--- config.mk ---
export PLATFORM = sky130hd
export DESIGN_NAME = c8x_ram
export DESIGN_NICKNAME = d
export VERILOG_FILES = /design/src/sv/chip8_instruction_execute_macros.svh /design/src/sv/c8x_ram.sv
export SDC_FILE = /design/constraint.sdc
export NUM_CORES = 1
export LEC_CHECK = 0
export BUFFER_PORTS_ARGS = -buffer_cell sky130_fd_sc_hd__buf_2
export CORE_ASPECT_RATIO = 1.25
export CORE_UTILIZATION = 40
export DETAILED_ROUTE_END_ITERATION = 6
export GPL_TIMING_DRIVEN = 0
export SLEW_MARGIN = 10
export SYNTH_ARGS = -nofsm -noshare
export SYNTH_HDL_FRONTEND = slang
export SYNTH_SLANG_ARGS = --single-unit
--- constraint.sdc ---
create_clock -name clk -period 3 [get_ports clk]
set_input_delay 0.45 -clock clk [delete_from_list [all_inputs] [get_ports clk]]
set_output_delay 0.45 -clock clk [all_outputs]
set_load 0.02 [all_outputs]
--- src/sv/chip8_instruction_execute_macros.svh ---
// ----------------------------------------------------------------------------
// CHIP-8 execute core assertion macros
// Shared concurrent assertion forms, clocked on clk and disabled in reset.
// ----------------------------------------------------------------------------
`ifndef CHIP8_INSTRUCTION_EXECUTE_MACROS_SVH
`define CHIP8_INSTRUCTION_EXECUTE_MACROS_SVH

// same-cycle implication
`define C8X_ASSERT_NOW(lbl, ante, cons, msg) \
  lbl: assert property (@(posedge clk) disable iff (!rst_n) (ante) |-> (cons)) \
    else $error(msg);

// next-cycle implication
`define C8X_ASSERT_NEXT(lbl, ante, cons, msg) \
  lbl: assert property (@(posedge clk) disable iff (!rst_n) (ante) |=> (cons)) \
    else $error(msg);

`endif

--- src/sv/c8x_ram.sv ---
// ----------------------------------------------------------------------------
// c8x_ram
// Single-port synchronous RAM with a registered read.
// ----------------------------------------------------------------------------
module c8x_ram #(
  parameter int WIDTH = 8,
  parameter int DEPTH = 16
) (
  input  logic                     clk,
  input  logic                     we,
  input  logic [$clog2(DEPTH)-1:0] addr,
  input  logic [WIDTH-1:0]         wdata,
  output logic [WIDTH-1:0]         rdata
);

  logic [WIDTH-1:0] mem [DEPTH];

  always_ff @(posedge clk) begin
    if (we) begin
      mem[addr] <= wdata;
    end
    rdata <= mem[addr];
  end

endmodule

Yosys cells after proc, flatten, opt, wreduce, memory -nomap -nowiden

Memories as Yosys holds them, arrays and structs flattened. A register that Yosys moved wholly into a read port is not among the register bits.
Index checks and enable logic that the tools add are counted.

Mux-type cells: 2
Eq/ne operators: 0
Multiply operators: 0
Reduce and logical (&&, ||, !) cells: 0
$lt $le $gt $ge: 0
Div/mod/pow operators: 0
Bitwise logic cells: 0
$add $sub $neg: 0
Shift-type cells: 0

Operators by type and width:

| operator          | number |
|---|---|
| two-way mux 1 bit | 2 |

Flip-flop bits (word level): 0
Output and inout port bits: 8
Bits in latches: 0
Memories: 1
ROM bits: 0
RAM bits: 128
Input bits: 14

Memory list:

| memory | words | width | read ports | clocked after Yosys merged registers in | write ports | RTL line      | RTL |
|---|---|---|---|---|---|---|---|
| mem    | 16    | 8     | 1          | 1                                       | 1           | c8x_ram.sv:16 | `logic [WIDTH-1:0] mem [DEPTH];` |

Depth between registers and ports, before layout

Gate-level depths: netlist (run 1).

Word-level depth: 2
Mapped depth: 5
Mapped depth without buffers: 3

Worst setup path before layout (run 1)

OpenSTA, ideal clock, no wires.

Path kind: input-to-reg
Start: input port addr[2]
End: memory mem[0][0] (enable)
Required time: 2.617 ns
Data arrival time: 1.560 ns
Stages on the path: 2
Slack: 1.057 ns
Cells stage by stage: or3b_2 -> nor3_1

RTL lines:

| what            | RTL line      | RTL |
|---|---|---|
| start, declared | c8x_ram.sv:11 | `input logic [$clog2(DEPTH)-1:0] addr,` |
| end, declared   | c8x_ram.sv:16 |  |

Straight into the memory's write port.

Worst setup path in the final report (run 1)

Start: input port addr[1]
End: memory mem[2][5] (enable)

Straight into the memory's write port.

==> out/metrics.csv, run 1 <==
stage,metric,value,unit
status,status,completed,
sta,RSZ-0062 raised after global routing,no,
clocking,clk sink count,136,
power_and_ir_drop,Psw,863,uW
setup_path,crit-path max FO,10,
synth,post-synthesis simple-gate area fraction,3.21,%
placed_design,gp weighted congestion,0.779,
setup_path,crit path kind,input port to flop,
job,Max-cap violations,0,
setup_path,R2R Path End,rdata[3],
placed_design,IO buf count,19,
floorplan,FP Rows,45,
setup_path,crit path to,mem[2][5],
layout,# diodes,0,
synth,Mapped Avg Cell Area,22.0,um^2
sta,Fin Setup TNS,0,ns
synth,largest family of logic cells by synthesized area,multiplexers,
global_routing,global-route wire length before repair,14900,um
sta,Final Hold Viols,0,
setup_path,R2R Setup Slk,1.60,ns
synth,Syn. warnings,0,
global_routing,number of global-route vias before repair,2503,
floorplan,Die W,103,um
detailed_routing,drt via density,5.28,
placed_design,Placed Area,0.00538,mm^2
synth,"Distinct cells, synth",18,
synth,post-synth top area cell,edfxtp_1,
synth,mux cell area share after synthesis,14.2,%
global_routing,initial antenna violation count,0,
clocking,CTS tree,built,
setup_path,Reg2Reg Depth,3,
hold_path,worst hold path class,input port to flop,
setup_path,Buffers & Inverters on Critical Path,2,
global_routing,total track usage,17.0,%
sta,worst rel slew slack,45.3,%
clocking,setup bufs post-CTS,0,
synth,largest cells by area after synthesis,"edfxtp_1 (76%), mux4_2 (14%), dfxtp_1 (3.2%), a22oi_1 (2.4%), nor2_1 (0.96%)",
synth,complex-gate fraction of the synthesized area,2.37,%
clocking,post-cts sizing count,0,
detailed_routing,Vias,2350,
floorplan,Starting Density,41.3,%
clocking,Worst-Skew Late Latency,0.42,ns
setup_path,slowest library cell on the worst path,nor2_1,
floorplan,core area,0.0123,mm^2
clocking,"CTS clk-pin slew, worst paths",0.05,ns
layout,design area,0.00598,mm^2
layout,Area Growth Syn to Fin,18.0,%
detailed_routing,drt pass-1 iters,4,
power_and_ir_drop,Seq pwr share,48.6,%
synth,Cells after Synth,230,
clocking,clock root cell,clkbuf_16,
synth,share of the synthesized area in the top cell type,75.9,%
sta,Worst Skew,0.00998,ns
floorplan,IO Count,22,
synth,post-synthesis sequential area ratio,79.0,%
setup_path,Worst Path Arrival,2.15,ns
placed_design,total placed cells including tap cells,413,
detailed_routing,Iter 0 DRT Violations,165,
clocking,CTS Buffer Depth,2,
power_and_ir_drop,internal power,3530,uW
setup_path,Worst Path Required,3.04,ns
placed_design,DPL Wire Length,6160,um
power_and_ir_drop,Static Leak,0.00194,uW
power_and_ir_drop,maximum VDD drop,0.513,mV
floorplan,DIE HEIGHT,128,um
synth,Synth Cell Area,0.00507,mm^2
global_routing,Overflow after GRT,0,
setup_path,Worst setup SP type,input port,
detailed_routing,post-route ant nets,0,
sta,Fmax,472,MHz
detailed_routing,drt total wl,9540,um
power_and_ir_drop,total power,4390,uW
power_and_ir_drop,clock group share of total power,46.6,%
sta,setup violators final,0,
synth,XOR/XNOR share of the synthesized area,0,%
setup_path,r2r startpoint,mem[3][3],
setup_path,Top delay family on crit path,simple AND/OR/NAND/NOR gates,
layout,share of layout cells above drive strength 1,32.4,%
setup_path,CP endpoint kind,flop,
synth,Synth Net Count,244,
setup_path,CP Cell Sequence,buf_2 > buf_1 > nand2b_1 > nor2_1,
sta,share of the clock period used by the worst path,70.6,%
synth,Seq cells post-synth,136,
layout,# nets final,282,
power_and_ir_drop,combinational power share,4.8,%
sta,"Slew Viols, Final",0,
detailed_routing,remaining routing DRC violations,0,
clocking,CTS Buf Count,17,
power_and_ir_drop,Power Density,735,mW/mm^2
global_routing,largest net degree at the start of global routing,17,
clocking,Post-CTS Hold Fix Bufs,0,
setup_path,critical path depth,4,
setup_path,"slowest stage delay, CP",0.69,ns
sta,Slew @ Worst Pin,0.818,ns
power_and_ir_drop,sw frac,19.6,%
clocking,H-Tree Depth,4,
layout,post-route insts no fill,445,
synth,area share of fa/ha/maj cells after synthesis,0,%
floorplan,full die area,0.0131,mm^2
detailed_routing,routed len/inst,21.4,um
layout,final design utilization,48.7,%
sta,crit path time final,2.12,ns
setup_path,CP startpoint,addr[1],
## per-stage QoR
stage | hold WS, ns | setup slack [ns]
floorplan | 0.549 | 1.06
global placement | 0.671 | 0.429
detailed placement | 0.670 | 0.482
CTS | 0.431 | 0.916
global route | 0.445 | 0.678
finish | 0.445 | 0.883
## worst reg2reg max path, stage by stage, from the launching register on
cell	delay (ns)
edfxtp_1	0.35
mux4_2	0.47
a22oi_1	0.34
nand2_1	0.12
## power groups by stage
stage | Sequential, uW | Combinational [uW] | Clock [uW]
floorplan | 2190 | 109 | 0
global placement | 2170 | 210 | 0
finish | 2140 | 211 | 2050
detailed placement | 2170 | 214 | 0
global route | 2140 | 231 | 2140
CTS | 2140 | 215 | 2070
## state kept, by name, summed over array words and instances, names as in the netlist
name,flops
mem,128
rdata,8
## layout by cell type, fill, tap and decap left out
master	count
a22oi_1	16
and2_1	1
buf_1	4
buf_2	21
buf_6	2
bufinv_16	2
clkbuf_1	4
clkbuf_16	17
clkbuf_2	1
clkbuf_8	5
clkinv_2	5
clkinvlp_4	1
dfxtp_1	8
edfxtp_1	128
mux4_2	32
nand2_1	9
nand2b_1	2
nand3_1	1
nand3b_1	2
nor2_1	13
nor2b_1	2
nor3_2	4
or3b_2	1
## area by class of cell
cell class | instances | area [um^2]
repair buffers | 19 | 95.1
well taps | 164 | 205
clock buffers | 24 | 502
flip-flops and latches | 136 | 4000
fillers | 1034 | 6290
plain buffers | 11 | 60.1
multi-input cells | 83 | 1020
clock inverters | 8 | 92.6
## cell usage after synthesis, drive strengths merged
cell type,instances
mux4,32
dfxtp,8
clkbuf,3
nand3b,2
nor3,4
and2,1
buf,8
edfxtp,128
nand3,1
nor2,13
nor2b,2
nand2b,2
or3b,1
nand2,9
a22oi,16
## logic make-up after synthesis
logic type | Yosys count
mux | 32
simple gates | 35
compound gates | 16
flops | 136
buf+inv | 11
## layer usage
layer,vias up,wire [um],global-route usage (%)
li1,1040,-,-
met1,1237,3920,20.9
met2,56,4910,26.8
met3,17,447,5.07
met4,0,255,9.33
met5,-,0,0
## how the worst min path moves through the flow
stage	start	endpoint	slack, ns	cells past startpoint
after CTS	wdata[7]	mem[1][7]	0.43	1
after floorplan	wdata[0]	mem[0][0]	0.55	0
after global placement	mem[11][6]	rdata[6]	0.67	3
final	wdata[6]	mem[14][6]	0.45	1
after detailed placement	mem[10][6]	rdata[6]	0.67	3
after global routing	wdata[7]	mem[0][7]	0.44	1
Power figures use the tool's default switching activity.
==> run 2: changes to the inputs <==
==> constraint.sdc (replaced) <==
create_clock -name clk -period 1.91 [get_ports clk]
set_input_delay 0.2865 -clock clk [delete_from_list [all_inputs] [get_ports clk]]
set_output_delay 0.2865 -clock clk [all_outputs]
set_load 0.02 [all_outputs]
==> run 2 against run 1 <==
  * Via count fell by 0.64%
  * Clock power rose by 57%
  * Setup slack got worse by 0.64 ns
  * Combinational power rose by 57%
  * Critical path depth fell by 1
  * Critical endpoint is now mem[1][1]
  * Worst hold slack got worse by 0.16 ns
  * Design area barely moved
  * Core utilization barely moved
==> out/metrics.csv, run 2 (same netlist as run 1, synthesis figures left out) <==
stage,metric,value,unit,change
global_routing,global-route wire length before repair,14900,um,unchanged
clocking,Post-CTS Hold Fix Bufs,0,,unchanged
sta,final worst slack,0.247,ns,-0.636 ns
sta,crit path time final,1.66,ns,
layout,filler cell count,1034,,unchanged
detailed_routing,routed len/inst,21.5,um,+0.24%
detailed_routing,Vias,2335,,-0.64%
power_and_ir_drop,Static Leak,0.00194,uW,about the same
placed_design,Placed Area,0.00538,mm^2,unchanged
floorplan,full die area,0.0131,mm^2,unchanged
clocking,H-Tree Depth,4,,unchanged
global_routing,initial antenna violation count,0,,unchanged
placed_design,pre-CTS setup slack,-0.445,ns,-0.927 ns
layout,design area,0.00598,mm^2,about the same
layout,final design utilization,48.7,%,about the same
clocking,clk sink count,136,,unchanged
placed_design,DPL Wire Length,6160,um,unchanged
setup_path,crit-path max FO,10,,unchanged
detailed_routing,Iter 0 DRT Violations,152,,-7.9%
sta,Min Hold Slack,0.282,ns,-0.163 ns
sta,setup violators final,0,,unchanged
clocking,CTS Buf Count,17,,unchanged
detailed_routing,drt total wl,9540,um,about the same
setup_path,Worst Path Required,1.95,ns,-1.09 ns
layout,"commonest cells after routing, fill and taps aside","edfxtp_1 (128), mux4_2 (32), buf_2 (21)",,
floorplan,FP Rows,45,,unchanged
floorplan,IO Count,22,,unchanged
job,Max-cap violations,0,,unchanged
floorplan,Die W,103,um,unchanged
floorplan,DIE HEIGHT,128,um,unchanged
clocking,clock root cell,clkbuf_16,,
clocking,CTS tree,built,,
sta,Fmax,601,MHz,
layout,Reg with most FFs,mem,,
clocking,CTS Buffer Depth,2,,unchanged
sta,RSZ-0062 raised after global routing,no,,
placed_design,gp weighted congestion,0.779,,unchanged
layout,Largest regs,"mem (128), rdata (8)",,
clocking,Worst-Skew Late Latency,0.42,ns,about the same
layout,share of layout cells above drive strength 1,32.9,%,+0.47 points
status,status,completed,,
sta,Worst Skew,0.00717,ns,-0.00281 ns
setup_path,R2R Setup Slk,0.50,ns,-1.10 ns
detailed_routing,post-route ant nets,0,,unchanged
power_and_ir_drop,Power Density,1150,mW/mm^2,+57%
setup_path,CP endpoint kind,flop,,
sta,worst rel slew slack,45.8,%,+0.58 points
sta,"Slew Viols, Final",0,,unchanged
hold_path,worst hold path class,input port to flop,,
setup_path,Worst Path Arrival,1.70,ns,-0.45 ns
detailed_routing,drt via density,5.26,,-0.41%
floorplan,Starting Density,41.3,%,unchanged
detailed_routing,remaining routing DRC violations,0,,unchanged
layout,"most common cell after layout, fill and taps aside",edfxtp_1,,
setup_path,slowest library cell on the worst path,nor2_1,,
layout,Area Growth Syn to Fin,18.0,%,about the same
power_and_ir_drop,maximum VDD drop,0.813,mV,+58%
layout,# nets final,281,,-0.35%
sta,Final Hold Viols,0,,unchanged
layout,max reg flops,128,,unchanged
setup_path,"slowest stage delay, CP",0.67,ns,-0.02 ns
setup_path,crit path kind,input port to flop,,
clocking,setup bufs post-CTS,0,,unchanged
sta,Slew @ Worst Pin,0.809,ns,-0.00864 ns
global_routing,number of global-route vias before repair,2503,,unchanged
global_routing,Overflow after GRT,0,,unchanged
clocking,"CTS clk-pin slew, worst paths",0.05,ns,about the same
setup_path,CP Cell Sequence,buf_1 > nand2b_1 > nor2_1,,
global_routing,largest net degree at the start of global routing,17,,unchanged
layout,# diodes,0,,unchanged
setup_path,Worst setup SP type,input port,,
detailed_routing,drt pass-1 iters,4,,unchanged
sta,share of the clock period used by the worst path,87.1,%,
global_routing,total track usage,17.0,%,unchanged
placed_design,IO buf count,19,,unchanged
floorplan,core area,0.0123,mm^2,unchanged
==> run 2: cell type report <==
type | instances | area [um^2] | share of cell area (%)
multi-input cells | 83 | 1030 | 17.2
repair buffers | 19 | 95.1 | 1.59
clock buffers | 24 | 502 | 8.39
well taps | 164 | 205 | 3.43
clock inverters | 8 | 92.6 | 1.55
flip-flops and latches | 136 | 4000 | 66.9
plain buffers | 10 | 56.3 | 0.941
==> run 2: power by group <==
group	total, uW	switching [uW]	internal [uW]
clock	3220	1140	2080
sequential	3350	15.1	3340
combinational	332	205	126
==> run 2: worst max-delay path, delay by kind of cell <==
family | cells | cell delay, ns
buffers and inverters | 1 | 0.49
AND/OR/NAND/NOR | 2 | 0.92
==> run 2: worst paths after layout <==
path / start / cells after the start / endpoint
setup / recovery: addr[0] / 3 / mem[1][1]
hold / removal: wdata[6] / 1 / mem[14][6]
setup reg to reg: mem[3][3] / 3 / rdata[3]
hold reg to reg: mem[10][6] / 3 / rdata[6]
==> run 2: what timing repair did <==
item                       4_1_cts  5_1_grt
gates resized for setup          0        1
hold endpoints to repair         0        0
setup endpoints to repair        8       72
==> run 2: per-stage QoR <==
step | TNS (ns) | std cells | total power [uW]
after floorplan | 0 | 230 | 3610
after global placement | -47.77 | 413 | 3740
after detailed placement | -42.75 | 413 | 3750
after CTS | -0.0641 | 445 | 6950
after global routing | 0 | 444 | 7080
final | 0 | 444 | 6900
==> run 2: layer usage <==
layer  global-route usage (%)  wire (um)
met3                     5.07        446
met5                        0          0
met4                     9.33        255
met1                     20.9       3990
met2                     26.8       4850
